File: src/hdl/lbha_pkg.sv
`default_nettype none
package lbha_pkg;
   localparam int COORD_BITS = 12;
   localparam int NUM_SLOTS  = 18;
   localparam int SLOT_BITS  = 5;
   localparam int Q_BITS     = 21;
   localparam int DIFF_BITS  = COORD_BITS + 1;
   localparam int DEN_BITS   = COORD_BITS + 1;
   localparam int NUM_BITS   = COORD_BITS + 1;
   localparam int QUO_BITS   = NUM_BITS + 16;
   localparam int STEP_BITS  = 5;

   localparam logic signed [Q_BITS-1:0] Q_MAX = 21'sd1048575;
   localparam logic signed [Q_BITS-1:0] Q_MIN = -21'sd1048576;
   localparam logic signed [Q_BITS-1:0] Q_ONE = 21'sd65536;
   localparam logic signed [Q_BITS-1:0] PITCH_OFFSET = 21'sd39322;
   localparam logic [15:0] THRESHOLD_RESET = 16'd13107;

   localparam logic [SLOT_BITS-1:0] SLOT_NONE = 5'd31;

   typedef enum logic [2:0] {
      DIV_LEFT  = 3'd0,
      DIV_RIGHT = 3'd1,
      DIV_PITCH = 3'd2,
      DIV_YAW   = 3'd3
   } div_sel_type;

   function automatic logic [SLOT_BITS-1:0] slot_of(input logic [6:0] idx);
      logic [SLOT_BITS-1:0] s;
      s = SLOT_NONE;
      case (idx)
         7'd1:  s = 5'd0;
         7'd8:  s = 5'd1;
         7'd15: s = 5'd2;
         7'd21: s = 5'd3;
         7'd22: s = 5'd4;
         7'd30: s = 5'd5;
         default: begin
            if (idx >= 7'd36 && idx <= 7'd47) s = SLOT_BITS'(idx - 7'd30);
         end
      endcase
      return s;
   endfunction
endpackage
`default_nettype wire

File: src/hdl/landmark_blink_and_head_angle.sv
`default_nettype none
// A point without frame_end is stored as it is taken; a frame_end point starts an
// evaluation: one shared restoring divider runs four ratios in turn, each a setup
// step and then its quotient-bit steps, then a final step registers the result.
// Intake: one point per cycle while the block is idle; after a frame_end point
// the next point is taken only once the result has been accepted (rsp_stall low).
// Reset (synchronous): trackers cleared, minimum set to 0.2, count zero.
module landmark_blink_and_head_angle import lbha_pkg::*; (
   input  wire  logic                  clock,
   input  wire  logic                  reset,
   input  wire  logic                  req_valid,
   output       logic                  req_stall,
   input  wire  logic [6:0]            req_point_index,
   input  wire  logic [11:0]           req_point_x,
   input  wire  logic [11:0]           req_point_y,
   input  wire  logic                  req_frame_end,
   output       logic                  rsp_valid,
   input  wire  logic                  rsp_stall,
   output       logic                  rsp_blink_event,
   output       logic signed [6:0]     rsp_yaw_angle,
   output       logic signed [4:0]     rsp_pitch_angle,
   output       logic [31:0]           rsp_blinks_so_far,
   input  wire  logic                  csr_write_enable,
   input  wire  logic [15:0]           csr_write_data
);
   typedef enum logic [4:0] {
      ST_IDLE  = 5'b00001,
      ST_SETUP = 5'b00010,
      ST_DIV   = 5'b00100,
      ST_FINAL = 5'b01000,
      ST_OUT   = 5'b10000
   } state_type;

   typedef logic signed [DIFF_BITS-1:0] diff_type;

   state_type state_ff, state_in;
   logic [COORD_BITS-1:0] px_ff [NUM_SLOTS];
   logic [COORD_BITS-1:0] py_ff [NUM_SLOTS];
   logic [15:0] thr_ff;
   logic signed [Q_BITS-1:0] max_before_ff, min_now_ff, max_after_ff;
   logic [31:0] total_ff;
   div_sel_type sel_ff;
   logic [STEP_BITS-1:0] step_ff;
   logic [QUO_BITS-1:0] rem_ff, quo_ff, dvd_ff;
   logic [DEN_BITS-1:0] den_ff;
   logic neg_ff, dz_ff, nz_ff;
   logic signed [Q_BITS-1:0] r_left_ff, r_right_ff, r_pitch_ff, r_yaw_ff;

   // slots: 0..5 = 1,8,15,21,22,30; 6+ = 36..47
   function automatic diff_type dx(input int a, input int b);
      return diff_type'({1'b0, px_ff[a]}) - diff_type'({1'b0, px_ff[b]});
   endfunction
   function automatic diff_type dy(input int a, input int b);
      return diff_type'({1'b0, py_ff[a]}) - diff_type'({1'b0, py_ff[b]});
   endfunction

   logic signed [DIFF_BITS:0] num_s, den_s;
   logic signed [DIFF_BITS+1:0] hsum;
   always_comb begin
      num_s = '0;
      den_s = '0;
      hsum  = '0;
      case (sel_ff)
         DIV_LEFT: begin
            hsum  = (DIFF_BITS+2)'(dy(11, 7)) + (DIFF_BITS+2)'(dy(10, 8));
            num_s = (DIFF_BITS+1)'(hsum / 2);
            if (num_s == 0) num_s = (DIFF_BITS+1)'(1);
            den_s = (DIFF_BITS+1)'(dx(9, 6));
         end
         DIV_RIGHT: begin
            hsum  = (DIFF_BITS+2)'(dy(17, 13)) + (DIFF_BITS+2)'(dy(16, 14));
            num_s = (DIFF_BITS+1)'(hsum / 2);
            if (num_s == 0) num_s = (DIFF_BITS+1)'(1);
            den_s = (DIFF_BITS+1)'(dx(15, 12));
         end
         DIV_PITCH: begin
            hsum  = (DIFF_BITS+2)'({1'b0, py_ff[3]}) + (DIFF_BITS+2)'({1'b0, py_ff[4]});
            num_s = (DIFF_BITS+1)'({1'b0, py_ff[5]}) - (DIFF_BITS+1)'(hsum >>> 1);
            den_s = (DIFF_BITS+1)'(dy(1, 5));
         end
         default: begin
            num_s = (DIFF_BITS+1)'(dx(5, 0));
            den_s = (DIFF_BITS+1)'(dx(2, 5));
         end
      endcase
   end

   // shared restoring divider step
   logic [QUO_BITS-1:0] trial;
   logic [QUO_BITS:0] sub;
   always_comb begin
      trial = {rem_ff[QUO_BITS-2:0], dvd_ff[QUO_BITS-1]};
      sub   = {1'b0, trial} - {{(QUO_BITS+1-DEN_BITS){1'b0}}, den_ff};
   end

   logic signed [Q_BITS-1:0] ratio;
   logic [QUO_BITS-1:0] qfin;
   always_comb begin
      qfin = sub[QUO_BITS] ? {quo_ff[QUO_BITS-2:0], 1'b0} : {quo_ff[QUO_BITS-2:0], 1'b1};
      if (dz_ff)
         ratio = nz_ff ? '0 : (neg_ff ? Q_MIN : Q_MAX);
      else if (!neg_ff)
         ratio = (qfin > QUO_BITS'(Q_MAX)) ? Q_MAX : Q_BITS'(qfin);
      else
         ratio = (qfin > QUO_BITS'(1048576)) ? Q_MIN : -Q_BITS'(qfin);
   end

   logic signed [Q_BITS:0] avg_sum;
   logic signed [Q_BITS-1:0] avg, nb, nn, na, thr_s;
   logic blink;
   logic signed [Q_BITS+7:0] pmul;
   logic signed [Q_BITS+7:0] pq;
   logic signed [Q_BITS+7:0] ymul, yq;
   logic signed [6:0] yaw;
   logic signed [4:0] pitch;
   always_comb begin
      avg_sum = (Q_BITS+1)'(r_left_ff) + (Q_BITS+1)'(r_right_ff);
      avg = Q_BITS'(avg_sum / 2);
      nb = (max_before_ff < avg) ? avg : max_before_ff;
      nn = (min_now_ff > avg) ? avg : min_now_ff;
      na = (max_after_ff < avg) ? avg : max_after_ff;
      thr_s = Q_BITS'({1'b0, thr_ff});
      blink = (nb > thr_s) && (nn <= thr_s) && (na > thr_s);
      pmul = ((Q_BITS+8)'(r_pitch_ff) - (Q_BITS+8)'(PITCH_OFFSET)) * (Q_BITS+8)'(75);
      pq = pmul / (Q_BITS+8)'(65536);
      if (pq > 15) pitch = 5'sd15;
      else if (pq < -15) pitch = -5'sd15;
      else pitch = 5'(pq);
      ymul = '0;
      yq = '0;
      if (r_yaw_ff < Q_ONE) begin
         ymul = ((Q_BITS+8)'(Q_ONE) - (Q_BITS+8)'(r_yaw_ff)) * (Q_BITS+8)'(72);
         yq = -(ymul / (Q_BITS+8)'(65536));
      end else if (r_yaw_ff > Q_ONE) begin
         // r * 90 / (9 * 65536) reduces to r * 10 / 65536
         ymul = (Q_BITS+8)'(r_yaw_ff) * (Q_BITS+8)'(10);
         yq = ymul / (Q_BITS+8)'(65536);
      end
      if (yq > 60) yaw = 7'sd60;
      else if (yq < -60) yaw = -7'sd60;
      else yaw = 7'(yq);
   end

   assign req_stall = (state_ff != ST_IDLE);
   wire take = req_valid && !req_stall;

   always_comb begin
      state_in = state_ff;
      unique case (state_ff)
         ST_IDLE:  if (take && req_frame_end) state_in = ST_SETUP;
         ST_SETUP: state_in = ST_DIV;
         ST_DIV: begin
            if (step_ff == STEP_BITS'(QUO_BITS-1))
               state_in = (sel_ff == DIV_YAW) ? ST_FINAL : ST_SETUP;
         end
         ST_FINAL: state_in = ST_OUT;
         ST_OUT:   if (!rsp_stall) state_in = ST_IDLE;
         default:  state_in = ST_IDLE;
      endcase
   end

   logic [SLOT_BITS-1:0] slot;
   assign slot = slot_of(req_point_index);

   always_ff @(posedge clock) begin
      if (reset) begin
         state_ff <= ST_IDLE;
         thr_ff <= THRESHOLD_RESET;
         max_before_ff <= '0;
         min_now_ff <= Q_BITS'({1'b0, THRESHOLD_RESET});
         max_after_ff <= '0;
         total_ff <= '0;
         sel_ff <= DIV_LEFT;
         rsp_valid <= 1'b0;
      end else begin
         state_ff <= state_in;
         if (csr_write_enable) thr_ff <= csr_write_data;
         if (state_ff == ST_IDLE && state_in == ST_SETUP) sel_ff <= DIV_LEFT;
         if (state_ff == ST_DIV && state_in == ST_SETUP)
            sel_ff <= div_sel_type'(sel_ff + 3'd1);
         if (state_ff == ST_FINAL) begin
            rsp_valid <= 1'b1;
            if (blink) begin
               max_before_ff <= '0;
               min_now_ff <= thr_s;
               max_after_ff <= '0;
               total_ff <= total_ff + 32'd1;
            end else begin
               max_before_ff <= nb;
               min_now_ff <= nn;
               max_after_ff <= na;
            end
         end
         if (state_ff == ST_OUT && !rsp_stall) rsp_valid <= 1'b0;
      end
   end

   always_ff @(posedge clock) begin
      if (take && slot != SLOT_NONE) begin
         px_ff[slot] <= req_point_x[COORD_BITS-1:0];
         py_ff[slot] <= req_point_y[COORD_BITS-1:0];
      end
      if (state_ff == ST_SETUP) begin
         // zero divisor saturates toward the sign of the numerator
         neg_ff <= (den_s == 0) ? num_s[DIFF_BITS] : (num_s[DIFF_BITS] ^ den_s[DIFF_BITS]);
         dz_ff  <= (den_s == 0);
         nz_ff  <= (num_s == 0);
         dvd_ff <= {(num_s[DIFF_BITS] ? NUM_BITS'(-num_s) : NUM_BITS'(num_s)), 16'd0};
         den_ff <= den_s[DIFF_BITS] ? DEN_BITS'(-den_s) : DEN_BITS'(den_s);
         rem_ff <= '0;
         quo_ff <= '0;
         step_ff <= '0;
      end
      if (state_ff == ST_DIV) begin
         rem_ff <= sub[QUO_BITS] ? trial : sub[QUO_BITS-1:0];
         quo_ff <= qfin;
         dvd_ff <= {dvd_ff[QUO_BITS-2:0], 1'b0};
         step_ff <= step_ff + STEP_BITS'(1);
         if (step_ff == STEP_BITS'(QUO_BITS-1)) begin
            case (sel_ff)
               DIV_LEFT:  r_left_ff <= ratio;
               DIV_RIGHT: r_right_ff <= ratio;
               DIV_PITCH: r_pitch_ff <= ratio;
               default:   r_yaw_ff <= ratio;
            endcase
         end
      end
      if (state_ff == ST_FINAL) begin
         rsp_blink_event <= blink;
         rsp_yaw_angle <= yaw;
         rsp_pitch_angle <= pitch;
         rsp_blinks_so_far <= blink ? total_ff + 32'd1 : total_ff;
      end
   end

   a_busy_stall: assert property (@(posedge clock) disable iff (reset)
      rsp_valid |-> req_stall) else $error("input taken while result pending");
   a_out_state: assert property (@(posedge clock) disable iff (reset)
      rsp_valid |-> (state_ff == ST_OUT)) else $error("result valid outside output state");
   a_count: assert property (@(posedge clock) disable iff (reset)
      (state_ff == ST_FINAL) |=> (total_ff == $past(total_ff) + 32'($past(blink))))
      else $error("blink count slip");
endmodule
`default_nettype wire
File: config.mk
export PLATFORM = sky130hd
export DESIGN_NAME = landmark_blink_and_head_angle
export DESIGN_NICKNAME = d
export VERILOG_FILES = /design/src/hdl/lbha_pkg.sv /design/src/hdl/landmark_blink_and_head_angle.sv
export SDC_FILE = /design/constraint.sdc
export NUM_CORES = 2
export LEC_CHECK = 0
export ABC_AREA = 1
export BUFFER_PORTS_ARGS = -buffer_cell sky130_fd_sc_hd__buf_2
export CORE_MARGIN = 2
export CORE_UTILIZATION = 30
export CTS_BUF_LIST = sky130_fd_sc_hd__clkbuf_2
export DETAILED_ROUTE_END_ITERATION = 8
export PLACE_DENSITY_LB_ADDON = 0.2
export SYNTH_ARGS = -nofsm -noshare
export SYNTH_HDL_FRONTEND = slang
export SYNTH_SLANG_ARGS = --single-unit
File: constraint.sdc
create_clock -name clock -period 8.29 [get_ports clock]
set_input_delay 1.2435 -clock clock [delete_from_list [all_inputs] [get_ports clock]]
set_output_delay 1.2435 -clock clock [all_outputs]
set_load 0.01 [all_outputs]
==> parameters.txt <==
Parameter                              Value

Clock network
  Cts bufs inserted    roughly 160
  Number of clock sinks    567
  Clock slew seen by the registers of the worst setup and hold paths    0.10 ns
  Root buffer cell    sky130_fd_sc_hd__clkbuf_2
  TritonCTS clock tree    yes
  Clk Latency, worst-skew pair    1.45 ns
  Max H-tree Level    4
  Longest Clk Path Bufs    3

Placed design
  Worst slack at placement    -0.107 ns
  Port Buf Inserts    just under 100
  Post-DP HPWL    about 85000 µm
  Final weighted congestion in routability-driven placement    roughly 0.85

Die
  Die Wd    roughly 380 µm
  Area of the placeable core    around 140000 µm²
  Cell Rows    approximately 140
  Initial standard-cell utilization of the core    a little under a third
  Number of I/O pins    100
  Die area    about 150000 µm²
  Height of the chip    ~380 µm

Timing
  Crit path time final    between 8 and 9 ns
  Sum Neg Setup Slack    0 ns
  Final Worst Setup Slack    around 0.25 ns
  Final setup vio count    0
  F_max    0.124 GHz
  Final-report hold violation count    0
  Worst Clk Skew    around 0.14 ns
  Headroom to the max-slew limit    roughly a quarter
  Worst-Margin Slew    1.15 ns
  Fin crit share    a little over nine tenths
  Number of max-slew violations in the final report    0
  Setup repair after global routing missed its margin    true

Power and ir drop
  Power density normalized to cell area    107 nW/µm²
  Part of the total power dissipated in sequential elements    a little under 60%
  Leakage    about 23 nW
  Final Power    around 5.3 mW
  Share of total power in combinational logic    approximately 4%
  Clock Power Share    about two fifths
  Fraction of power spent switching nets    between 20% and 30%
  Switching power    approximately 1.4 mW
  Max IR drop VDD    0.109 mV
  Cell Int Power    3.90 mW

Worst setup path
  CP Capture Type    flip-flop
  Type of the worst setup path    flip-flop to flip-flop
  Register-to-register setup slack    about 0.25 ns
  Required @ worst endpoint    9.58 ns
  Standard cell with the maximum stage delay on the critical path    sky130_fd_sc_hd__edfxtp_1
  Highest net fanout along the worst path    9
  Startpoint Class    flip-flop
  CP max stage delay    ~0.44 ns
  Most common cell on crit path    sky130_fd_sc_hd__nand2_2
  Critical path data arrival time    just over 9 ns

Detailed routing
  Number of optimization iterations in the first detailed-route pass    6
  Routed length per placed instance    between 15 and 20 µm
  Antenna-violating nets left    0
  Met2 layer wire length in the routed design    between 50000 and 60000 µm
  Detailed Route Iter0 Violations    roughly 2000
  Metal1 wirelength    approximately 55000 µm
  Ratio of routed vias to standard cells    4.65
  Detailed-route wire length    about 120000 µm
  Top Layer Used    met5
  DRC Markers    0
  Met3 wire length    ~4300 µm
  Detailed-route via count    about 36000

Final layout
  Net total in the final layout    about 6300
  Utilization after layout    about a third
  Share of layout cells above drive strength 1    between 10% and 20%
  Area delta synth->final    15.7%

Global route
  Global routing usage summed across all routing layers    15.4%
  Overall overflow remaining after global route    0
  Largest net degree at the start of global routing    75
  Vias in the first global route    around 35000
  Number of antenna violations at the first check in global routing    7
  Global-route wire length before repair    between 150000 and 200000 µm

Logic synthesis
  Syn Area/Cell    8.11 µm²
  Ranking of synthesized cells by area    sky130_fd_sc_hd__edfxtp_1 (31%), sky130_fd_sc_hd__ha_1 (14%), sky130_fd_sc_hd__nand2_1 (9.1%), sky130_fd_sc_hd__inv_1 (7.6%), sky130_fd_sc_hd__dfxtp_1 (5.6%)
  Count of warnings emitted by yosys    0
  Most repeated cell in the gate-level netlist after synthesis    sky130_fd_sc_hd__nand2_1
  Proportion of synthesized chip area in sequential cells    around 37%
  Primary flip-flop cell chosen by synthesis mapping    sky130_fd_sc_hd__edfxtp_1
  Async set or reset register ratio after synthesis    0%
  Yosys cell types    62
  Fraction of post-synthesis cell area in the top cell type by area    between 30 and 40%
  Post-synth EDFFs    between 400 and 500
  Cell type with the highest aggregate area in the netlist    sky130_fd_sc_hd__edfxtp_1
  Mapped Cells    between 5000 and 6000
  Post-Synthesis Net Count    5894
  Post-synth top cells    sky130_fd_sc_hd__nand2_1 (1045), sky130_fd_sc_hd__inv_1 (870), sky130_fd_sc_hd__ha_1 (482), sky130_fd_sc_hd__edfxtp_1 (447), sky130_fd_sc_hd__nor2_1 (425)
  Netlist Area Pre-Place    roughly 43000 µm²
  Seq cells post-synth    between 500 and 600

Flow run
  Maximum Capacitance Violations    0

Hold path
  Worst min path class    input pin to flip-flop

Outcome
  Outcome    finished, final reports clean
[metal layers]
layer  GRT usage, %  vias up
li1               -    18500
met1           20.3    16600
met2           25.7      526
met3           2.70      142
met4           4.44        6
met5              0        -
[logic make-up (layout without fill, tap and decap cells)]
logic type / after synthesis / in the layout / share of synthesized area [%]
DFF: 567 / 567 / 36.8
AOI/OAI and AO/OA: 839 / 839 / 10.8
xor gates and xnor gates: 295 / 295 / 6.03
other: 0 / 6 / 0
adders and majority gates: 541 / 541 / 16.8
buffers and inverters: 990 / 1471 / 8.82
and+or+nand+nor: 2068 / 2070 / 20.7
[metrics by stage]
stage | instances | area, µm² | hold WS, ns
4_1_cts | 7627 | 48300 | 0.00193
2_1_floorplan | 5300 | 43000 | 0.439
5_1_grt | 7679 | 49800 | 0.0562
6_report | 7679 | 49800 | 0.282
3_5_place_dp | 7295 | 46300 | 0.460
3_3_place_gp | 7295 | 46300 | 0.449
[registers in the layout, summed over array words and instances, names as in the netlist, 7 cells and up]
signal             count
den_ff                13
dvd_ff                13
max_after_ff          21
max_before_ff         21
min_now_ff            21
px_ff                 84
py_ff                144
quo_ff                28
r_left_ff             21
r_pitch_ff            21
r_right_ff            21
r_yaw_ff              21
rem_ff                28
rsp_blinks_so_far     32
rsp_yaw_angle          7
thr_ff                16
total_ff              32
[repair_timing]
action                                  CTS  global route
endpoints found under the hold margin   141             0
resized for setup                         3           259
setup buffers                             0            35
hold buffers                             52             0
gates cloned                              0            11
endpoints found under the setup margin   13           136
pin swaps                                 0            97
[path summary, 6_finish.rpt]
| check | start | end | cells after the start |
|---|---|---|---|
| max | r_right_ff[8]$_DFFE_PP_ | total_ff[20]$_SDFFE_PP0N_ | 61 |
| min | req_point_y[5] | py_ff[11][5]$_DFFE_PP_ | 1 |
| max reg2reg | r_right_ff[8]$_DFFE_PP_ | total_ff[20]$_SDFFE_PP0N_ | 61 |
| min reg2reg | sel_ff[2]$_SDFFE_PP0P_ | sel_ff[2]$_SDFFE_PP0P_ | 2 |
[final cells by class]
type	count	area (µm²)
Sequential cell	567	15800
Multi-Input combinational cell	3745	24400
Clock buffer	227	1140
Clock inverter	53	259
Tap cell	1890	2360
Timing Repair Buffer	301	2370
Inverter	890	3350
Antenna cell	6	15.0
Fill cell	15100	92200
[power by group through the flow]
| stage | registers, mW | logic (mW) | clock network [mW] |
|---|---|---|---|
| after CTS | 3.06 | 0.192 | 2.15 |
| after detailed placement | 3.13 | 0.170 | 0 |
| after floorplan | 3.13 | 0.0916 | 0 |
| final | 3.06 | 0.205 | 2.04 |
| after global routing | 3.07 | 0.228 | 2.30 |
| after global placement | 3.13 | 0.169 | 0 |
[critical path: cells and delay by family, from the launching register on]
kind	cells	cell delay, ns
adder cells (fa/ha/maj)	4	1.04
buffers and inverters	8	0.74
AO/OA/AOI/OAI	18	2.37
flip-flops	1	0.44
AND/OR/NAND/NOR	30	3.12
XOR/XNOR	1	0.17
[layout by cell type, fill, tap and decap left out, types with 11 or more instances in the layout]
master                          instances
sky130_fd_sc_hd__clkbuf_2             227
sky130_fd_sc_hd__a21o_1                16
sky130_fd_sc_hd__xnor2_1               54
sky130_fd_sc_hd__ha_4                  16
sky130_fd_sc_hd__o21ai_1               57
sky130_fd_sc_hd__fa_1                  58
sky130_fd_sc_hd__a21oi_2               25
sky130_fd_sc_hd__nand3_2               18
sky130_fd_sc_hd__nand2_1              983
sky130_fd_sc_hd__dlygate4sd3_1         52
sky130_fd_sc_hd__a31oi_1               14
sky130_fd_sc_hd__inv_1                859
sky130_fd_sc_hd__a21oi_1              364
sky130_fd_sc_hd__nand2_4               17
sky130_fd_sc_hd__inv_2                 25
sky130_fd_sc_hd__buf_2                 98
sky130_fd_sc_hd__ha_1                 463
sky130_fd_sc_hd__nor4_1                30
sky130_fd_sc_hd__nor3_1                60
sky130_fd_sc_hd__clkinv_1              38
sky130_fd_sc_hd__o21bai_1              30
sky130_fd_sc_hd__xor2_1               231
sky130_fd_sc_hd__o221ai_1              20
sky130_fd_sc_hd__nor2_1               405
sky130_fd_sc_hd__nand4_1               70
sky130_fd_sc_hd__clkinv_2              14
sky130_fd_sc_hd__nand3_1              291
sky130_fd_sc_hd__o21ai_0              200
sky130_fd_sc_hd__nand3b_1              14
sky130_fd_sc_hd__and2_1                12
sky130_fd_sc_hd__nor2_2                28
sky130_fd_sc_hd__o211ai_1              12
sky130_fd_sc_hd__o21ai_2               23
sky130_fd_sc_hd__edfxtp_1             447
sky130_fd_sc_hd__nand2_2               73
sky130_fd_sc_hd__dfxtp_1              120
sky130_fd_sc_hd__or2_2                 24
sky130_fd_sc_hd__a211oi_1              11
sky130_fd_sc_hd__buf_4                129
Note: power is estimated with default switching activity, not from simulation.
